**config.mk**
```make
export PLATFORM = sky130hd
export DESIGN_NAME = genotype_field_stream_parser_flat
export DESIGN_NICKNAME = d
export VERILOG_FILES = /design/src/hdl/gfsp_pkg.sv /design/src/hdl/gfsp_req_if.sv /design/src/hdl/gfsp_rsp_if.sv /design/src/hdl/gfsp_csr_if.sv /design/src/hdl/gfsp_in_stage.sv /design/src/hdl/gfsp_core.sv /design/src/hdl/gfsp_out_stage.sv /design/src/hdl/genotype_field_stream_parser.sv /design/src/flat_wrapper.sv
export SDC_FILE = /design/constraint.sdc
export NUM_CORES = 1
export LEC_CHECK = 0
export BUFFER_PORTS_ARGS = -buffer_cell sky130_fd_sc_hd__buf_2
export CAP_MARGIN = 15
export CORE_AREA = 2 2 123 125
export CTS_BUF_LIST = sky130_fd_sc_hd__clkbuf_8
export DETAILED_ROUTE_END_ITERATION = 6
export DIE_AREA = 0 0 125 127
export MAX_ROUTING_LAYER = met4
export PLACE_DENSITY = 0.54
export SYNTH_ARGS = -nofsm -noshare
export SYNTH_HDL_FRONTEND = slang
export SYNTH_HIERARCHICAL = 1
export SYNTH_SLANG_ARGS = --single-unit
```
**constraint.sdc**
```tcl
create_clock -name clock -period 9.25 [get_ports clock]
set_clock_uncertainty 0.15 [all_clocks]
set_input_delay 1.85 -clock clock [delete_from_list [all_inputs] [get_ports clock]]
set_output_delay 1.85 -clock clock [all_outputs]
set_load 0.01 [all_outputs]
```
**src/hdl/gfsp_pkg.sv**
```systemverilog
// Shared types and constants of the genotype field stream parser.
// Depends on nothing; every other file of the block imports it.
package gfsp_pkg;

   localparam int TEXT_W      = 8;
   localparam int ALLELE_W    = 2;
   localparam int SAMPLE_W    = 16;
   localparam int GT_INDEX_W  = 4;
   localparam int CSR_IDX_W   = 1;
   localparam int CSR_DATA_W  = 16;

   // Register indexes of the configuration port
   localparam logic [CSR_IDX_W-1:0] CSR_GT_FIELD_INDEX = 1'b0;
   localparam logic [CSR_IDX_W-1:0] CSR_SAMPLE_COUNT   = 1'b1;

   localparam logic [SAMPLE_W-1:0] SAMPLE_COUNT_RESET = 16'd1;

   localparam logic [ALLELE_W-1:0] ALLELE_MISSING = 2'd2;

   // One input item
   typedef struct packed {
      logic [TEXT_W-1:0] text_byte;
      logic              line_end;
   } item_type;

   // Registered input item with its valid flag
   typedef struct packed {
      logic     valid;
      item_type item;
   } stage_type;

   // One result item
   typedef struct packed {
      logic                genotype_valid;
      logic [ALLELE_W-1:0] first_allele;
      logic [ALLELE_W-1:0] second_allele;
      logic [SAMPLE_W-1:0] sample_number;
      logic                last_of_line;
      logic                count_error;
   } result_type;

endpackage

```
**src/hdl/gfsp_req_if.sv**
```systemverilog
// Input channel of the genotype field stream parser: one text byte per item.
// Depends on gfsp_pkg for the field widths.
interface gfsp_req_if import gfsp_pkg::*; ();
   logic              valid;
   logic              ready;
   logic [TEXT_W-1:0] text_byte;
   logic              line_end;

   modport source (output valid, output text_byte, output line_end, input ready);
   modport sink   (input valid, input text_byte, input line_end, output ready);
endinterface

```
**src/hdl/gfsp_rsp_if.sv**
```systemverilog
// Result channel of the genotype field stream parser: one result per item, a genotype or a line close.
// Depends on gfsp_pkg for the field widths.
interface gfsp_rsp_if import gfsp_pkg::*; ();
   logic                valid;
   logic                ready;
   logic                genotype_valid;
   logic [ALLELE_W-1:0] first_allele;
   logic [ALLELE_W-1:0] second_allele;
   logic [SAMPLE_W-1:0] sample_number;
   logic                last_of_line;
   logic                count_error;

   modport source (output valid, output genotype_valid, output first_allele,
                   output second_allele, output sample_number, output last_of_line,
                   output count_error, input ready);
   modport sink   (input valid, input genotype_valid, input first_allele,
                   input second_allele, input sample_number, input last_of_line,
                   input count_error, output ready);
endinterface

```
**src/hdl/gfsp_csr_if.sv**
```systemverilog
// Configuration write channel of the genotype field stream parser.
// Depends on gfsp_pkg for the index and data widths.
interface gfsp_csr_if import gfsp_pkg::*; ();
   logic                  valid;
   logic                  ready;
   logic [CSR_IDX_W-1:0]  reg_index;
   logic [CSR_DATA_W-1:0] wr_data;

   modport source (output valid, output reg_index, output wr_data, input ready);
   modport sink   (input valid, input reg_index, input wr_data, output ready);
endinterface

```
**src/hdl/gfsp_in_stage.sv**
```systemverilog
// Input register of the genotype field stream parser.
// Depends on gfsp_pkg and gfsp_req_if.
module gfsp_in_stage import gfsp_pkg::*; (
   input  logic      clock,
   input  logic      reset,
   gfsp_req_if.sink  req_ch,
   input  logic      advance,
   output stage_type stage
);

   logic     valid_ff, valid_in;
   item_type item_ff, item_in;
   logic     accept;

   assign req_ch.ready = !valid_ff || advance;
   assign accept       = req_ch.valid && req_ch.ready;

   always_comb begin
      valid_in = valid_ff;
      item_in  = item_ff;
      if (accept) begin
         valid_in          = 1'b1;
         item_in.text_byte = req_ch.text_byte;
         item_in.line_end  = req_ch.line_end;
      end else if (advance) begin
         valid_in = 1'b0;
      end
   end

   always_ff @(posedge clock) begin
      if (reset) begin
         valid_ff <= 1'b0;
      end else begin
         valid_ff <= valid_in;
      end
      item_ff <= item_in;
   end

   assign stage.valid = valid_ff;
   assign stage.item  = item_ff;

endmodule

```
**src/hdl/gfsp_core.sv**
```systemverilog
// Parser state, configuration registers and result logic of one text byte.
// Depends on gfsp_pkg and gfsp_csr_if.
module gfsp_core import gfsp_pkg::*; #(
   parameter int MAX_SAMPLES   = 65536,
   parameter int MAX_SUBFIELDS = 16
) (
   input  logic       clock,
   input  logic       reset,
   gfsp_csr_if.sink   csr_ch,
   input  stage_type  stage,
   input  logic       take,
   output logic       res_valid,
   output result_type result
);

   localparam int SUB_W = $clog2(MAX_SUBFIELDS + 1);
   localparam int SW    = (SUB_W > GT_INDEX_W) ? SUB_W : GT_INDEX_W;
   localparam int CNT_W = $clog2(MAX_SAMPLES + 1);
   localparam int CW    = (CNT_W > SAMPLE_W) ? CNT_W : SAMPLE_W;

   localparam logic [TEXT_W-1:0] CH_SPACE = 8'h20;
   localparam logic [TEXT_W-1:0] CH_TAB   = 8'h09;
   localparam logic [TEXT_W-1:0] CH_COLON = 8'h3A;
   localparam logic [TEXT_W-1:0] CH_PIPE  = 8'h7C;
   localparam logic [TEXT_W-1:0] CH_SLASH = 8'h2F;
   localparam logic [TEXT_W-1:0] CH_PLUS  = 8'h2B;
   localparam logic [TEXT_W-1:0] CH_MINUS = 8'h2D;
   localparam logic [TEXT_W-1:0] CH_ZERO  = 8'h30;
   localparam logic [TEXT_W-1:0] CH_ONE   = 8'h31;
   localparam logic [TEXT_W-1:0] CH_NINE  = 8'h39;
   localparam logic [TEXT_W-1:0] CH_LF    = 8'h0A;
   localparam logic [TEXT_W-1:0] CH_CR    = 8'h0D;

   localparam logic [1:0] MAG_ZERO = 2'd0;
   localparam logic [1:0] MAG_ONE  = 2'd1;
   localparam logic [1:0] MAG_BIG  = 2'd2;
   localparam logic [1:0] CODE_REF = 2'd0;
   localparam logic [1:0] CODE_ALT = 2'd1;
   localparam logic [1:0] CODE_BAD = 2'd3;

   typedef enum logic [2:0] {
      PH_WAIT1, PH_SIGN1, PH_DIG1, PH_WAIT2, PH_SIGN2, PH_DIG2, PH_DONE, PH_FAIL
   } phase_type;

   typedef struct packed {
      phase_type  phase;
      logic [1:0] first_class;
      logic [1:0] second_class;
      logic       negative;
   } parse_type;

   localparam parse_type PARSE_IDLE = '{PH_WAIT1, MAG_ZERO, MAG_ZERO, 1'b0};

   function automatic logic [1:0] next_mag(input logic [1:0] mag,
                                           input logic [TEXT_W-1:0] c);
      logic [1:0] r;
      r = MAG_BIG;
      if (mag == MAG_ZERO && c == CH_ZERO) r = MAG_ZERO;
      if (mag == MAG_ZERO && c == CH_ONE)  r = MAG_ONE;
      return r;
   endfunction

   function automatic logic [1:0] allele_code(input logic [1:0] mag, input logic neg);
      logic [1:0] r;
      r = CODE_BAD;
      if (mag == MAG_ZERO) r = CODE_REF;
      if (mag == MAG_ONE)  r = neg ? ALLELE_MISSING : CODE_ALT;
      return r;
   endfunction

   // Both alleles of a closed genotype subfield: missing unless both numbers parsed
   // to a kept value.
   function automatic logic [2*ALLELE_W-1:0] finish(input parse_type p);
      logic [1:0] a;
      logic [1:0] b;
      a = p.first_class;
      b = allele_code(p.second_class, p.negative);
      if (!(p.phase == PH_DIG2 || p.phase == PH_DONE) || a == CODE_BAD || b == CODE_BAD) begin
         a = ALLELE_MISSING;
         b = ALLELE_MISSING;
      end
      return {a, b};
   endfunction

   logic [GT_INDEX_W-1:0] gt_idx_ff, gt_idx_in;
   logic [SAMPLE_W-1:0]   smp_cnt_ff, smp_cnt_in;
   logic [SUB_W-1:0]      sub_ff, sub_in, sub_upd;
   logic [CNT_W-1:0]      cnt_ff, cnt_in, cnt_upd;
   parse_type             parse_ff, parse_in, fed, post;

   logic [TEXT_W-1:0]     c;
   logic                  fire, delim, colon, digit, space, sign;
   logic                  gt_ok, in_gt_pre, in_gt_post;
   logic                  emit_early, emit_late, emit_any;
   logic [2*ALLELE_W-1:0] alleles;

   assign csr_ch.ready = 1'b1;

   always_comb begin
      gt_idx_in  = gt_idx_ff;
      smp_cnt_in = smp_cnt_ff;
      if (csr_ch.valid) begin
         unique case (csr_ch.reg_index)
            CSR_GT_FIELD_INDEX: gt_idx_in  = csr_ch.wr_data[GT_INDEX_W-1:0];
            CSR_SAMPLE_COUNT:   smp_cnt_in = csr_ch.wr_data[SAMPLE_W-1:0];
            default: ;
         endcase
      end
   end

   assign c     = stage.item.text_byte;
   assign fire  = stage.valid && take;
   assign delim = (c == CH_SPACE) || (c == CH_TAB);
   assign colon = (c == CH_COLON);
   assign digit = (c >= CH_ZERO) && (c <= CH_NINE);
   assign space = (c >= CH_LF) && (c <= CH_CR);
   assign sign  = (c == CH_PLUS) || (c == CH_MINUS);
   assign gt_ok = 32'(gt_idx_ff) < MAX_SUBFIELDS;

   assign in_gt_pre = gt_ok && (SW'(sub_ff) == SW'(gt_idx_ff));

   // Advance the number parser by one byte of the genotype subfield
   always_comb begin
      fed = parse_ff;
      unique case (parse_ff.phase)
         PH_WAIT1, PH_WAIT2, PH_SIGN1, PH_SIGN2: begin
            if ((parse_ff.phase == PH_WAIT1 || parse_ff.phase == PH_WAIT2) && space) begin
               fed = parse_ff;
            end else if ((parse_ff.phase == PH_WAIT1 || parse_ff.phase == PH_WAIT2)
                         && sign) begin
               fed.negative = (c == CH_MINUS);
               fed.phase    = (parse_ff.phase == PH_WAIT1) ? PH_SIGN1 : PH_SIGN2;
            end else if (!digit) begin
               fed.phase = PH_FAIL;
            end else if (parse_ff.phase == PH_WAIT1 || parse_ff.phase == PH_SIGN1) begin
               fed.first_class = next_mag(MAG_ZERO, c);
               fed.phase       = PH_DIG1;
            end else begin
               fed.second_class = next_mag(MAG_ZERO, c);
               fed.phase        = PH_DIG2;
            end
         end
         PH_DIG1: begin
            if (digit) begin
               fed.first_class = next_mag(parse_ff.first_class, c);
            end else if (c == CH_PIPE || c == CH_SLASH) begin
               fed.first_class = allele_code(parse_ff.first_class, parse_ff.negative);
               fed.negative    = 1'b0;
               fed.phase       = PH_WAIT2;
            end else begin
               fed.phase = PH_FAIL;
            end
         end
         PH_DIG2: begin
            if (digit) begin
               fed.second_class = next_mag(parse_ff.second_class, c);
            end else begin
               fed.phase = PH_DONE;
            end
         end
         PH_DONE, PH_FAIL: fed = parse_ff;
         default: fed = parse_ff;
      endcase
   end

   always_comb begin
      sub_upd = sub_ff;
      post    = parse_ff;
      if (delim) begin
         sub_upd = '0;
         post    = PARSE_IDLE;
      end else if (colon) begin
         if (sub_ff < SUB_W'(MAX_SUBFIELDS)) sub_upd = sub_ff + SUB_W'(1);
         post = PARSE_IDLE;
      end else if (in_gt_pre) begin
         post = fed;
      end
   end

   assign in_gt_post = gt_ok && (SW'(sub_upd) == SW'(gt_idx_ff));
   assign emit_early = (delim || colon) && in_gt_pre;
   // A line closed inside the genotype subfield gives the genotype parsed so far
   assign emit_late  = stage.item.line_end && !delim && !emit_early && in_gt_post;
   assign emit_any   = emit_early || emit_late;
   assign alleles    = emit_early ? finish(parse_ff) : finish(post);

   always_comb begin
      cnt_upd = cnt_ff;
      if (emit_any && cnt_ff < CNT_W'(MAX_SAMPLES)) cnt_upd = cnt_ff + CNT_W'(1);
   end

   always_comb begin
      result.genotype_valid = emit_any;
      result.first_allele   = emit_any ? alleles[2*ALLELE_W-1:ALLELE_W] : ALLELE_MISSING;
      result.second_allele  = emit_any ? alleles[ALLELE_W-1:0] : ALLELE_MISSING;
      result.sample_number  = emit_any ? SAMPLE_W'(CW'(cnt_ff)) : '0;
      result.last_of_line   = stage.item.line_end;
      result.count_error    = stage.item.line_end && (CW'(cnt_upd) != CW'(smp_cnt_ff));
   end

   assign res_valid = emit_any || stage.item.line_end;

   always_comb begin
      sub_in   = sub_ff;
      cnt_in   = cnt_ff;
      parse_in = parse_ff;
      if (fire) begin
         if (stage.item.line_end) begin
            sub_in   = '0;
            cnt_in   = '0;
            parse_in = PARSE_IDLE;
         end else begin
            sub_in   = sub_upd;
            cnt_in   = cnt_upd;
            parse_in = post;
         end
      end
   end

   always_ff @(posedge clock) begin
      if (reset) begin
         gt_idx_ff  <= '0;
         smp_cnt_ff <= SAMPLE_COUNT_RESET;
         sub_ff     <= '0;
         cnt_ff     <= '0;
         parse_ff   <= PARSE_IDLE;
      end else begin
         gt_idx_ff  <= gt_idx_in;
         smp_cnt_ff <= smp_cnt_in;
         sub_ff     <= sub_in;
         cnt_ff     <= cnt_in;
         parse_ff   <= parse_in;
      end
   end

endmodule

```
**src/hdl/gfsp_out_stage.sv**
```systemverilog
// Result register of the genotype field stream parser.
// Depends on gfsp_pkg and gfsp_rsp_if.
module gfsp_out_stage import gfsp_pkg::*; (
   input  logic       clock,
   input  logic       reset,
   input  logic       load,
   input  result_type result,
   output logic       free,
   gfsp_rsp_if.source rsp_ch
);

   logic       valid_ff, valid_in;
   result_type data_ff, data_in;

   // The slot can take a new result when empty or being drained this cycle
   assign free = !valid_ff || rsp_ch.ready;

   always_comb begin
      valid_in = valid_ff;
      data_in  = data_ff;
      if (free) begin
         valid_in = load;
         data_in  = result;
      end
   end

   always_ff @(posedge clock) begin
      if (reset) begin
         valid_ff <= 1'b0;
      end else begin
         valid_ff <= valid_in;
      end
      data_ff <= data_in;
   end

   assign rsp_ch.valid          = valid_ff;
   assign rsp_ch.genotype_valid = data_ff.genotype_valid;
   assign rsp_ch.first_allele   = data_ff.first_allele;
   assign rsp_ch.second_allele  = data_ff.second_allele;
   assign rsp_ch.sample_number  = data_ff.sample_number;
   assign rsp_ch.last_of_line   = data_ff.last_of_line;
   assign rsp_ch.count_error    = data_ff.count_error;

endmodule

```
**src/hdl/genotype_field_stream_parser.sv**
```systemverilog
// Genotype field stream parser: reads the sample columns of a variant line one
// byte per item on req_ch and gives one genotype on rsp_ch for every sample
// token that reaches the configured colon-separated subfield, plus one closing
// result on the byte flagged line_end (last_of_line, count_error).
// csr_ch writes gt_field_index (index 0) and sample_count (index 1); it is
// always ready; the user must write it only while no line is in flight, as the
// block itself does not enforce this. A byte accepted into the input register
// has its result, if it gives one, loaded into the result register once that
// register is free, and the result is then offered on rsp_ch.
// Throughput: one byte per cycle while rsp_ch does not stall; the parser
// update between the two registers is combinational.
// When rsp_ch stalls, the result register holds and the input register keeps
// one more byte; req_ch.ready drops only when both are full.
// Reset (synchronous, active high) empties both registers, clears the parse
// state and the genotype count, and sets gt_field_index to 0 and
// sample_count to 1.
// Depends on gfsp_pkg, the three channel interfaces, gfsp_in_stage,
// gfsp_core and gfsp_out_stage.
module genotype_field_stream_parser import gfsp_pkg::*; #(
   parameter int MAX_SAMPLES   = 65536,
   parameter int MAX_SUBFIELDS = 16
) (
   input  logic       clock,
   input  logic       reset,
   gfsp_req_if.sink   req_ch,
   gfsp_rsp_if.source rsp_ch,
   gfsp_csr_if.sink   csr_ch
);

   stage_type  stage;
   result_type result;
   logic       res_valid;
   logic       free;

   gfsp_in_stage u_in_stage (
      .clock   (clock),
      .reset   (reset),
      .req_ch  (req_ch),
      .advance (free),
      .stage   (stage)
   );

   gfsp_core #(
      .MAX_SAMPLES   (MAX_SAMPLES),
      .MAX_SUBFIELDS (MAX_SUBFIELDS)
   ) u_core (
      .clock     (clock),
      .reset     (reset),
      .csr_ch    (csr_ch),
      .stage     (stage),
      .take      (free),
      .res_valid (res_valid),
      .result    (result)
   );

   gfsp_out_stage u_out_stage (
      .clock  (clock),
      .reset  (reset),
      .load   (stage.valid && res_valid),
      .result (result),
      .free   (free),
      .rsp_ch (rsp_ch)
   );

endmodule

```
**src/flat_wrapper.sv**
```systemverilog
// flat-port wrapper written by rule: the top's interface ports become plain ports
module genotype_field_stream_parser_flat import gfsp_pkg::*;
#(
   parameter int MAX_SAMPLES   = 65536,
   parameter int MAX_SUBFIELDS = 16
)
  (clock, reset, req_ch_valid, req_ch_text_byte, req_ch_line_end, req_ch_ready, rsp_ch_valid, rsp_ch_genotype_valid, rsp_ch_first_allele, rsp_ch_second_allele, rsp_ch_sample_number, rsp_ch_last_of_line, rsp_ch_count_error, rsp_ch_ready, csr_ch_valid, csr_ch_reg_index, csr_ch_wr_data, csr_ch_ready);
  gfsp_req_if req_ch_i ();
  gfsp_rsp_if rsp_ch_i ();
  gfsp_csr_if csr_ch_i ();
  input  logic clock;
  input  logic reset;
  input wire logic [$bits(req_ch_i.valid)-1:0] req_ch_valid;
  input wire logic [$bits(req_ch_i.text_byte)-1:0] req_ch_text_byte;
  input wire logic [$bits(req_ch_i.line_end)-1:0] req_ch_line_end;
  output wire logic [$bits(req_ch_i.ready)-1:0] req_ch_ready;
  output wire logic [$bits(rsp_ch_i.valid)-1:0] rsp_ch_valid;
  output wire logic [$bits(rsp_ch_i.genotype_valid)-1:0] rsp_ch_genotype_valid;
  output wire logic [$bits(rsp_ch_i.first_allele)-1:0] rsp_ch_first_allele;
  output wire logic [$bits(rsp_ch_i.second_allele)-1:0] rsp_ch_second_allele;
  output wire logic [$bits(rsp_ch_i.sample_number)-1:0] rsp_ch_sample_number;
  output wire logic [$bits(rsp_ch_i.last_of_line)-1:0] rsp_ch_last_of_line;
  output wire logic [$bits(rsp_ch_i.count_error)-1:0] rsp_ch_count_error;
  input wire logic [$bits(rsp_ch_i.ready)-1:0] rsp_ch_ready;
  input wire logic [$bits(csr_ch_i.valid)-1:0] csr_ch_valid;
  input wire logic [$bits(csr_ch_i.reg_index)-1:0] csr_ch_reg_index;
  input wire logic [$bits(csr_ch_i.wr_data)-1:0] csr_ch_wr_data;
  output wire logic [$bits(csr_ch_i.ready)-1:0] csr_ch_ready;
  assign req_ch_i.valid = req_ch_valid;
  assign req_ch_i.text_byte = req_ch_text_byte;
  assign req_ch_i.line_end = req_ch_line_end;
  assign req_ch_ready = req_ch_i.ready;
  assign rsp_ch_valid = rsp_ch_i.valid;
  assign rsp_ch_genotype_valid = rsp_ch_i.genotype_valid;
  assign rsp_ch_first_allele = rsp_ch_i.first_allele;
  assign rsp_ch_second_allele = rsp_ch_i.second_allele;
  assign rsp_ch_sample_number = rsp_ch_i.sample_number;
  assign rsp_ch_last_of_line = rsp_ch_i.last_of_line;
  assign rsp_ch_count_error = rsp_ch_i.count_error;
  assign rsp_ch_i.ready = rsp_ch_ready;
  assign csr_ch_i.valid = csr_ch_valid;
  assign csr_ch_i.reg_index = csr_ch_reg_index;
  assign csr_ch_i.wr_data = csr_ch_wr_data;
  assign csr_ch_ready = csr_ch_i.ready;
  genotype_field_stream_parser #(.MAX_SAMPLES(MAX_SAMPLES), .MAX_SUBFIELDS(MAX_SUBFIELDS)) u_core (.clock(clock), .reset(reset), .req_ch(req_ch_i), .rsp_ch(rsp_ch_i), .csr_ch(csr_ch_i));
endmodule
```
=== After elaboration in Yosys (flattened, before gate mapping) ===
Index checks and enable logic that the tools add are counted.

* Bits in latches: 0
* Memories kept: 0
* Memory bits (writable): 0
* Input bits: 31
* Register bits: 84
* Output and inout port bits: 26
* Memory bits (read-only): 0
* Logic and storage cells: 156

* Multiply operators: 0
* Divide/modulo/power cells: 0
* $add $sub $neg: 2
* Bitwise logic cells: 1
* Eq/ne operators: 28
* Magnitude comparators: 6
* Reduce and logical (&&, ||, !) cells: 48
* Mux-type cells: 53
* Shifts and indexed selects: 0

{| class="wikitable"
|+ Operators by type and width
! operator !! count
|-
| == test 8 x 6 -> 1 bit (second input constant) || 7
|-
| two-way mux 2 bit || 23
|-
| two-way mux 8 bit || 5
|-
| two-way mux 17 bit || 2
|-
| two-way mux 3 bit || 7
|-
| two-way mux 5 bit || 4
|-
| == test 3 bit (second input constant) || 6
|-
| adder 17 x 1 -> 17 bit (second input constant) || 1
|-
| logical AND 1 bit || 17
|-
| < comparator 17 bit (second input constant) || 1
|-
| != test 17 x 16 -> 1 bit || 1
|-
| logical OR 1 bit || 16
|-
| two-way mux 4 bit || 3
|-
| one-hot mux 3 bit (4 select lines) || 1
|-
| == test 5 x 4 -> 1 bit || 2
|-
| == test 2 bit (second input constant) || 4
|-
| == test 8 x 4 -> 1 bit (second input constant) || 1
|-
| == test 8 x 7 -> 1 bit (second input constant) || 1
|-
| greater-or-equal comparator 8 x 4 -> 1 bit (second input constant) || 1
|-
| greater-or-equal comparator 8 x 6 -> 1 bit (second input constant) || 1
|-
| less-or-equal comparator 8 x 4 -> 1 bit (second input constant) || 1
|-
| less-or-equal comparator 8 x 6 -> 1 bit (second input constant) || 1
|-
| one-hot mux 2 bit (2 select lines) || 2
|-
| == test 2 x 1 -> 1 bit (second input constant) || 3
|-
| other kinds (14) || 27
|}

=== Logic depth before layout (Yosys ltp) ===
Gate-level depths: netlist (run 1).

* Depth in word-level cells: 18
* Depth in mapped cells: 12
* Depth with buffers taken out: 11

=== Modules after synthesis ===
The synthesis (run 1) kept the hierarchy.

{| class="wikitable"
|+ Modules (own cells, without submodules)
! module !! cells each !! seq. area each (µm²) !! times used !! area an instance (µm²)
|-
| gfsp_core || 518 || 1001.0 || 1 || 3777.4
|-
| gfsp_out_stage || 27 || 710.7 || 1 || 737.0
|-
| gfsp_in_stage || 15 || 290.3 || 1 || 332.8
|-
| genotype_field_stream_parser || 1 || 0.0 || 1 || 6.3
|}

=== Worst setup path after synthesis (run 1) ===
No wires, ideal clock.

* Kind: in2out
* From: in rsp_ch_ready
* To: out req_ch_ready
* Path buffers: 0
* Cell stages on the path: 2
* Slack: 4920 ps
* Required time: 7250 ps
* Arrival: 2330 ps
* Path through: nand2b_4 nand2b_4

* Word-level cells in the longest chain between the ends: 2

{| class="wikitable"
|+ Ends and longest elaborated chain
! element !! line !! source
|-
| start: declaration || flat_wrapper.sv:24 || <nowiki>input wire logic [$bits(rsp_ch_i.ready)-1:0] rsp_ch_ready;</nowiki>
|-
| logical OR 1 bit || gfsp_out_stage.sv:16 || <nowiki>assign free = !valid_ff || rsp_ch.ready;</nowiki>
|-
| logical OR 1 bit || gfsp_in_stage.sv:15 || <nowiki>assign req_ch.ready = !valid_ff || advance;</nowiki>
|-
| end: declaration || flat_wrapper.sv:16 || <nowiki>output wire logic [$bits(req_ch_i.ready)-1:0] req_ch_ready;</nowiki>
|}

Every way passes these cells.

=== Worst setup path after layout (run 1) ===
* From: in rsp_ch_ready
* To: out req_ch_ready

* Word-level cells in the longest chain between the ends: 2

{| class="wikitable"
|+ Ends and longest elaborated chain
! element !! line !! source
|-
| logical OR 1 bit || gfsp_out_stage.sv:16 ||
|-
| via u_core.free || genotype_field_stream_parser.sv:33 || <nowiki>logic free;</nowiki>
|-
| logical OR 1 bit || gfsp_in_stage.sv:15 ||
|}

The timed path passes the listed nets, and every way through them passes these cells.

==> results of run 1 <==
## cell families after synthesis
group | share of synthesized area
xor gates and xnor gates | 0.0593
AOI/OAI and AO/OA | 0.199
other | 0.000773
adders and majority gates | 0.00516
and+or+nand+nor | 0.261
muxes | 0.0147
DFF | 0.412
buffers and inverters | 0.0479
## synth_stat cells (3+ instances only)
cell      instances
a21o_1            3
and3_1           11
a22oi_1           9
inv_1            13
dfxtp_1          52
nor4_1            5
or4_1             3
a21oi_1          64
clkbuf_1         29
nand2_1          62
nand2b_1          6
edfxtp_1         32
nand4_1           3
buf_2             6
nor3_1           14
xnor2_1          13
mux2i_1           6
a31oi_1          10
or3_1             5
o21ai_0          29
o22ai_1           5
and2_1           22
buf_4             5
xor2_1           18
nor2_1           48
nand3b_1          8
nand3_1          12
nor2b_1           3
## layer usage
layer	wire, um	track usage	part of all wire	up-vias
li1	-	-	-	2069
met1	6080	0.227	0.49	1941
met2	5220	0.223	0.42	167
met3	839	0.0322	0.068	11
met4	165	0.0451	0.013	0
met5	0	-	0	-
## metrics by stage
step           hold slack [ps]  power [W]  cell area, um2  utilization  cells
2_1_floorplan              298   0.000483            4850            -    561
3_3_place_gp               311   0.000510            5180        0.359    759
3_5_place_dp               317   0.000512            5180        0.359    759
4_1_cts                    331   0.000813            5400        0.374    775
5_1_grt                    357   0.000838            5400        0.374    775
6_report                   327   0.000803            5400        0.374    775
## registers in the layout, indices dropped and copies added (netlist names)
register / flops
u_core/u_out_stage/rsp_ch.valid: 1
u_core/u_core/parse_ff: 8
u_core/u_out_stage/rsp_ch.count_error: 1
u_core/u_out_stage/rsp_ch.last_of_line: 1
u_core/u_out_stage/rsp_ch.second_allele: 2
u_core/u_out_stage/rsp_ch.sample_number: 16
u_core/u_core/smp_cnt_ff: 16
u_core/u_core/gt_idx_ff: 4
u_core/u_core/cnt_ff: 17
u_core/u_in_stage/stage: 9
u_core/u_core/sub_ff: 5
u_core/u_in_stage/valid_ff: 1
u_core/u_out_stage/rsp_ch.genotype_valid: 1
u_core/u_out_stage/rsp_ch.first_allele: 2
## layout make-up
type,instances,share of cell area
Sequential cell,84,0.371
Timing Repair Buffer,55,0.0510
Tap cell,184,0.0426
Inverter,14,0.00973
Clock inverter,7,0.0178
Clock buffer,9,0.0229
Multi-Input combinational cell,422,0.485
## power by group through the flow
| stage | Sequential, W | Combinational [W] | Clock [W] |
|---|---|---|---|
| after global placement | 0.000419 | 0.0000907 | 0 |
| after CTS | 0.000411 | 0.0000925 | 0.000310 |
| after floorplan | 0.000414 | 0.0000689 | 0 |
| after global routing | 0.000413 | 0.000102 | 0.000323 |
| after detailed placement | 0.000419 | 0.0000921 | 0 |
| final | 0.000411 | 0.0000921 | 0.000301 |
## cells in the final DEF (no fill, tap or decap), drive strengths merged, types with 5 or more instances in the layout
cell type / Yosys / final
nand3b: 8 / 8
buf: 12 / 55
nor2: 49 / 49
and2: 24 / 24
inv: 14 / 17
clkbuf: 29 / 9
dfxtp: 52 / 52
mux2i: 6 / 6
xor2: 18 / 18
a21oi: 66 / 66
edfxtp: 32 / 32
xnor2: 14 / 14
o22ai: 5 / 5
a22oi: 10 / 10
and3: 11 / 11
nor3: 15 / 15
nor4: 7 / 7
o21ai: 31 / 31
a31oi: 10 / 10
nand3: 12 / 12
nand2: 62 / 62
or3: 5 / 5
nand2b: 8 / 8
## worst max-delay path, stage by stage
cell and delay [ps]:
buf_2 100, nand2b_4 310, nand2b_4 250, buf_2 140
## how the worst max path moves through the flow
| stage | start | to | slack, ps | depth (start not counted) |
|---|---|---|---|---|
| after global placement | rsp_ch_ready | req_ch_ready | 4590 | 4 |
| after CTS | rsp_ch_ready | req_ch_ready | 4580 | 4 |
| after floorplan | rsp_ch_ready | req_ch_ready | 4920 | 2 |
| after global routing | rsp_ch_ready | req_ch_ready | 4530 | 4 |
| final | rsp_ch_ready | req_ch_ready | 4600 | 4 |
| after detailed placement | rsp_ch_ready | req_ch_ready | 4580 | 4 |
==> results.json, run 1 <==
{
  "drtIter0Drc": 301,
  "cts_root_buf": "clkbuf_8",
  "ys_types": 77,
  "die_w_um": 125,
  "power.internal_w": 0.000585,
  "cts_resized": 0,
  "hold_viol": 0,
  "pwr-share-seq": 0.511,
  "synth_top_area_frac": 0.214,
  "r2r_end": "u_core/u_out_stage/rsp_ch.count_error$_DFFE_PP_",
  "min_path_cells": 2,
  "grt_pass1_wl_mm": 19.8,
  "rows": 44,
  "fmax_mhz": 215,
  "maxCapViolations": 0,
  "multi_input_area_mm2": 0.00262,
  "start_util": 0.336,
  "netSwitchingPower_w": 0.000218,
  "min_period_over_period": 0.502,
  "postCtsSetupBuffers": 0,
  "routedWlPerCell_um": 15.9,
  "cts.sinks": 84,
  "ys.flop_type": "dfxtp_1",
  "seqCellArea_mm2": 0.00200,
  "cts_tree": "built",
  "die-area_mm2": 0.0159,
  "place_ws_ps": 4580,
  "track_usage": 0.157,
  "syn_area_mm2": 0.00485,
  "io_buffers": 55,
  "detail-route-antenna-nets": 0,
  "synth_top_area_cell": "dfxtp_1",
  "slew_violations": 0,
  "dpl.hpwl_mm": 8.76,
  "tightest_slew_ps": 951,
  "drt_first_pass_iters": 6,
  "syn2layout_area_growth_pct": 11.2,
  "period_minus_slack_ps": 4650,
  "drc_errors": 0,
  "cts_made_buffers": 9,
  "antenna_found_initial": 0,
  "syn-instance-count": 561,
  "ir_drop_uv": 79.6,
  "seq_area_frac_synth": 0.412,
  "drt-total-wl_mm": 12.3,
  "r2r_slack_ps": 5320,
  "gp_congestion": 0.875,
  "cellLeakagePower_nw": 2.10,
  "syn_nets": 594,
  "min-delay-start": "u_core/u_core/smp_cnt_ff[13]$_SDFFE_PP0P_",
  "avgViaCountPerCell": 5.40,
  "grt_pass1_vias": 3793,
  "run_status": "finished, final reports clean",
  "p_per_area_mw_per_mm2": 149,
  "clockBufferDepth": 2,
  "postCtsHoldBufs": 0,
  "maxSlewHeadroom": 0.366,
  "pwr-share-comb": 0.115,
  "setup_viol": 0,
  "path_class": "in2out",
  "r2r_cells": 9,
  "netlist_top_cells_area": "dfxtp_1 (21%), edfxtp_1 (20%), a21oi_1 (6.6%)",
  "hold_path_end": "u_core/u_core/smp_cnt_ff[13]$_SDFFE_PP0P_",
  "synth-async-reset-ratio": 0,
  "hold_path.class": "reg2reg",
  "diodes": 0,
  "arrival_ps": 2650,
  "path_clk_slew_ps": 90,
  "clock_latency_ps": 360,
  "end_kind": "output port",
  "die_height_um": 127,
  "ioPinCount": 57,
  "synth-edff-count": 32,
  "finalSetupTns_ps": 0,
  "crit_fanout": 27,
  "p_sw_frac": 0.271,
  "setup_ws_ps": 4600,
  "crit_path_start_kind": "input pin",
  "htreeDepth": 3,
  "power.share.clock": 0.374,
  "synth_area_per_cell_um2": 8.65,
  "rsz0062_at_grt": "no",
  "ys_ff_latch": 84,
  "fillers": 1478,
  "synth_warnings": 6,
  "grt_max_degree": 53,
  "fin_nets": 619,
  "layout-drive-gt1-share": 0.157,
  "reg2reg_from": "u_core/u_in_stage/stage[4]$_DFFE_PP_",
  "globalRoute.totalOverflow": 0,
  "coreArea_mm2": 0.0144,
  "required_ps": 7250,
  "via_count": 4188
}
No activity file was read; power rests on OpenSTA's default activity.
==> inputs of run 2 (changes only) <==
==> constraint.sdc (replaced) <==
create_clock -name clock -period 4.56 [get_ports clock]
set_clock_uncertainty 0.15 [all_clocks]
set_input_delay 0.912 -clock clock [delete_from_list [all_inputs] [get_ports clock]]
set_output_delay 0.912 -clock clock [all_outputs]
set_load 0.01 [all_outputs]
==> run 2 against run 1 <==
Utilization shrank 0.27 points. Critical path depth rose by 5. First-iteration DRC count increased by 14%. Hold slack got worse by 5.0 ps. Sequential share of layout area grew 0.27 points. Register-to-register slack got worse by 4400 ps. Sequential cell count did not move. Global-route usage fell by 0.20 points. Final cell count increased by 0.39%. Critical path type is now reg2reg. Critical endpoint is now u_core/u_out_stage/rsp_ch.count_error$_DFFE_PP_. Largest power group unchanged. Highest routed layer unchanged.
==> results.json, run 2 (same netlist as run 1, synthesis figures left out) <==
{
  "drc_errors": 0,
  "r2r_slack_ps": 870,
  "final_cell_mix": "a21oi_1 (64), nand2_1 (62), buf_2 (55)",
  "highest_layer": "met4",
  "io_buffers": 55,
  "hold_viol": 0,
  "slew_violations": 0,
  "regMostFlops": "u_core/u_core/cnt_ff",
  "rsz0062_at_grt": "no",
  "die_height_um": 127,
  "placed_area_mm2": 0.00520,
  "min_period_over_period": 0.808,
  "drt_first_pass_iters": 5,
  "track_usage": 0.155,
  "path_class": "reg2reg",
  "grt_pass1_vias": 3803,
  "final_common_cell": "a21oi_1",
  "htreeDepth": 3,
  "fillers": 1503,
  "netSwitchingPower_w": 0.000407,
  "routedWlPerCell_um": 15.6,
  "power.internal_w": 0.00107,
  "maxSlewHeadroom": 0.346,
  "setup_ws_ps": 874,
  "largest_reg_flops": 17,
  "setup_viol": 0,
  "diodes": 0,
  "avgViaCountPerCell": 5.47,
  "power.share.clock": 0.308,
  "maxCapViolations": 0,
  "run_status": "finished, final reports clean",
  "clock_latency_ps": 360,
  "crit_path_start_kind": "flip-flop",
  "ioPinCount": 57,
  "place_ws_ps": 910,
  "detail-route-antenna-nets": 0,
  "layout-drive-gt1-share": 0.157,
  "syn2layout_area_growth_pct": 10.4,
  "p_sw_frac": 0.276,
  "tightest_slew_ps": 981,
  "gp_congestion": 0.918,
  "die_w_um": 125,
  "finalSetupTns_ps": 0,
  "antenna_found_initial": 0,
  "pwr-share-comb": 0.129,
  "dpl.hpwl_mm": 8.62,
  "ir_drop_uv": 150,
  "globalRoute.totalOverflow": 0,
  "die-area_mm2": 0.0159,
  "routed-wl-met3_um": 806,
  "fin_nets": 622,
  "rows": 44,
  "postCtsSetupBuffers": 0,
  "fmax_mhz": 271,
  "coreArea_mm2": 0.0144,
  "grt_pass1_wl_mm": 19.7,
  "path_clk_slew_ps": 90,
  "cts.sinks": 84,
  "crit_fanout": 15,
  "postCtsHoldBufs": 0,
  "pwr-share-seq": 0.563,
  "period_minus_slack_ps": 3690,
  "cts_resized": 0,
  "drt-total-wl_mm": 12.1,
  "end_kind": "flip-flop",
  "m1WireLength_mm": 6.09,
  "cts_made_buffers": 9,
  "p_per_area_mw_per_mm2": 275,
  "grt_max_degree": 53,
  "clockBufferDepth": 2,
  "start_util": 0.336,
  "cellLeakagePower_nw": 2.08,
  "via_count": 4252,
  "arrival_ps": 3650,
  "drtIter0Drc": 344,
  "hold_path.class": "reg2reg",
  "final_area_mm2": 0.00536,
  "cts_tree": "built",
  "cts_root_buf": "clkbuf_8",
  "finalPower_w": 0.00147,
  "wl_met2_mm": 5.07,
  "required_ps": 4520
}
run 2: cell count changes in the layout (fill, tap and decap cells not counted):
cell / delta
clkinv_2: +1
bufinv_16: -2
clkinv_1: +2
buf_4: +3
inv_6: -3
clkinv_4: +1
inv_1: +1
run 2: final cells by class:
| cell class | instances | area [um2] | area share |
|---|---|---|---|
| Sequential cell | 84 | 2000 | 0.373 |
| Clock inverter | 7 | 35.0 | 0.00654 |
| Inverter | 14 | 52.6 | 0.00980 |
| Multi-Input combinational cell | 422 | 2620 | 0.489 |
| Clock buffer | 9 | 124 | 0.0231 |
| Tap cell | 184 | 230 | 0.0430 |
| Timing Repair Buffer | 58 | 298 | 0.0556 |
run 2: worst max-delay path: stages, from the launching register on:
cell	delay [ps]
edfxtp_1	420
nand4bb_2	320
nor3_2	400
nand3_1	160
a211oi_2	320
a22oi_4	190
nor2_2	530
a41oi_1	240
a2111o_1	380
o41a_1	320
run 2: power by group through the flow:
stage	Clock [W]	Combinational, W	Sequential [W]
after detailed placement	0	0.000190	0.000847
after CTS	0.000474	0.000191	0.000829
after global routing	0.000505	0.000213	0.000833
after global placement	0	0.000189	0.000846
after floorplan	0	0.000140	0.000841
final	0.000454	0.000191	0.000829
run 2: through the flow:
step	instances	utilization	hold WS [ps]
after floorplan	561	-	298
after global placement	762	0.361	314
after detailed placement	762	0.361	317
after CTS	778	0.372	328
after global routing	778	0.372	351
final	778	0.372	322
run 2: path summary, 6_finish.rpt:
path / startpoint / end / depth (start not counted)
setup / recovery: u_core/u_in_stage/stage[7]$_DFFE_PP_ / u_core/u_out_stage/rsp_ch.count_error$_DFFE_PP_ / 9
hold / removal: u_core/u_core/smp_cnt_ff[6]$_SDFFE_PP0P_ / u_core/u_core/smp_cnt_ff[6]$_SDFFE_PP0P_ / 2
setup reg to reg: u_core/u_in_stage/stage[7]$_DFFE_PP_ / u_core/u_out_stage/rsp_ch.count_error$_DFFE_PP_ / 9
hold reg to reg: u_core/u_core/smp_cnt_ff[6]$_SDFFE_PP0P_ / u_core/u_core/smp_cnt_ff[6]$_SDFFE_PP0P_ / 2
run 2: routing by layer:
metal / GRT usage / vias up
met1: 0.225 / 1986
met4: 0.0464 / 0
met2: 0.219 / 176
li1: - / 2073
met5: - / -
met3: 0.0318 / 17
==> inputs of run 3 (changes only) <==
==> constraint.sdc (replaced) <==
create_clock -name clock -period 3.7 [get_ports clock]
set_clock_uncertainty 0.15 [all_clocks]
set_input_delay 0.74 -clock clock [delete_from_list [all_inputs] [get_ports clock]]
set_output_delay 0.74 -clock clock [all_outputs]
set_load 0.01 [all_outputs]
==> run 3 against run 2 <==
Via count increased by 0.16%. Clock-buffer cell count is 1 higher. Critical path type unchanged. Highest routed layer unchanged. Sequential cell count unchanged. Design area is 2.1% higher.
==> results.json, run 3 (same netlist as run 1, synthesis figures left out) <==
{
  "finalSetupTns_ps": 0,
  "required_ps": 3660,
  "min_period_over_period": 0.924,
  "run_status": "finished, final reports clean",
  "fmax_mhz": 293,
  "rsz0062_at_grt": "no",
  "final_common_cell": "a21oi_1",
  "die_w_um": 125,
  "ir_drop_uv": 239,
  "cts_root_buf": "clkbuf_8",
  "final_util": 0.379,
  "final_cell_mix": "a21oi_1 (64), nand2_1 (62), buf_2 (55)",
  "path_class": "reg2reg",
  "arrival_ps": 3380,
  "start_util": 0.336,
  "diodes": 0,
  "syn2layout_area_growth_pct": 12.8,
  "grt_max_degree": 53,
  "routedWlPerCell_um": 15.8,
  "regMostFlops": "u_core/u_core/cnt_ff",
  "drtIter0Drc": 308,
  "avgViaCountPerCell": 5.43,
  "cellLeakagePower_nw": 2.14,
  "fin_nets": 629,
  "hold_path.class": "reg2reg",
  "p_per_area_mw_per_mm2": 365,
  "largest_reg_flops": 17,
  "maxSlewHeadroom": 0.346,
  "clockBufferDepth": 2,
  "ioPinCount": 57,
  "dpl.hpwl_mm": 8.92,
  "grt_pass1_vias": 3825,
  "drt-total-wl_mm": 12.4,
  "htreeDepth": 3,
  "seqCellArea_mm2": 0.00200,
  "track_usage": 0.161,
  "die_height_um": 127,
  "antenna_found_initial": 0,
  "io_buffers": 55,
  "maxCapViolations": 0,
  "crit_path_start_kind": "flip-flop",
  "detail-route-antenna-nets": 0,
  "rows": 44,
  "hold_viol": 0,
  "fillers": 1493,
  "drt_first_pass_iters": 5,
  "coreArea_mm2": 0.0144,
  "end_kind": "flip-flop",
  "tightest_slew_ps": 981,
  "die-area_mm2": 0.0159,
  "via_count": 4259,
  "cts_made_buffers": 9,
  "period_minus_slack_ps": 3420,
  "cts_tree": "built",
  "setup_viol": 0,
  "multi_input_area_mm2": 0.00262,
  "globalRoute.totalOverflow": 0,
  "drc_errors": 0,
  "grt_pass1_wl_mm": 20.0,
  "clock_latency_ps": 370,
  "crit_fanout": 9,
  "cts.sinks": 84,
  "slew_violations": 0,
  "gp_congestion": 0.920,
  "path_clk_slew_ps": 80,
  "layout-drive-gt1-share": 0.171
}
## run 3: layout make-up
| type | count | area share |
|---|---|---|
| repair buffers | 65 | 0.0640 |
| well taps | 184 | 0.0421 |
| inverters | 14 | 0.0101 |
| flip-flops and latches | 84 | 0.366 |
| clock buffers | 10 | 0.0251 |
| multi-input cells | 422 | 0.479 |
| clock inverters | 6 | 0.0144 |
## run 3: critical path, cell delays in order (launching register included)
cell	delay, ps
edfxtp_1	510
nand4bb_4	300
nor4_4	290
xor2_1	130
a211oi_2	330
a22oi_4	160
buf_4	200
nor2_2	240
a41oi_1	160
a2111o_1	380
o41a_1	320
## run 3: worst paths after layout
kind	from	endpoint	slack, ps	depth (start not counted)
worst max-delay path	u_core/u_in_stage/stage[3]$_DFFE_PP_	u_core/u_out_stage/rsp_ch.count_error$_DFFE_PP_	280	10
worst max register to register	u_core/u_in_stage/stage[3]$_DFFE_PP_	u_core/u_out_stage/rsp_ch.count_error$_DFFE_PP_	280	10
worst min-delay path	u_core/u_core/smp_cnt_ff[6]$_SDFFE_PP0P_	u_core/u_core/smp_cnt_ff[6]$_SDFFE_PP0P_	320	2
worst min register to register	u_core/u_core/smp_cnt_ff[6]$_SDFFE_PP0P_	u_core/u_core/smp_cnt_ff[6]$_SDFFE_PP0P_	320	2
## run 3: what timing repair did
item | 4_1_cts | 5_1_grt
setup buffers | 0 | 2
setup endpoints to repair | 0 | 1
hold buffers | 0 | 0
gates resized for setup | 0 | 3
## run 3: through the flow
stage               hold WS, ps  std cells  instance area [um2]  worst slack, ps  power (W)
global route                342        785                 5470             87.1    0.00209
global placement            314        767                 5240              285    0.00128
detailed placement          316        767                 5240              139    0.00129
CTS                         328        783                 5460              134    0.00202
finish                      321        785                 5470              282    0.00200
floorplan                   298        561                 4850              596    0.00121
## run 3: where the power goes
part,leakage (nW),internal (W),switching (W)
registers,0.776,0.000990,0.0000329
clock network,0.117,0.000393,0.000335
logic,1.25,0.0000967,0.000149
total,2.14,0.00148,0.000516
## run 3: layer usage
layer  share of wire  up-vias  track usage
met5               0        -            -
met4           0.022        0       0.0627
met3           0.066       26       0.0268
met2            0.41      173        0.220
met1            0.50     1971        0.236
li1                -     2089            -
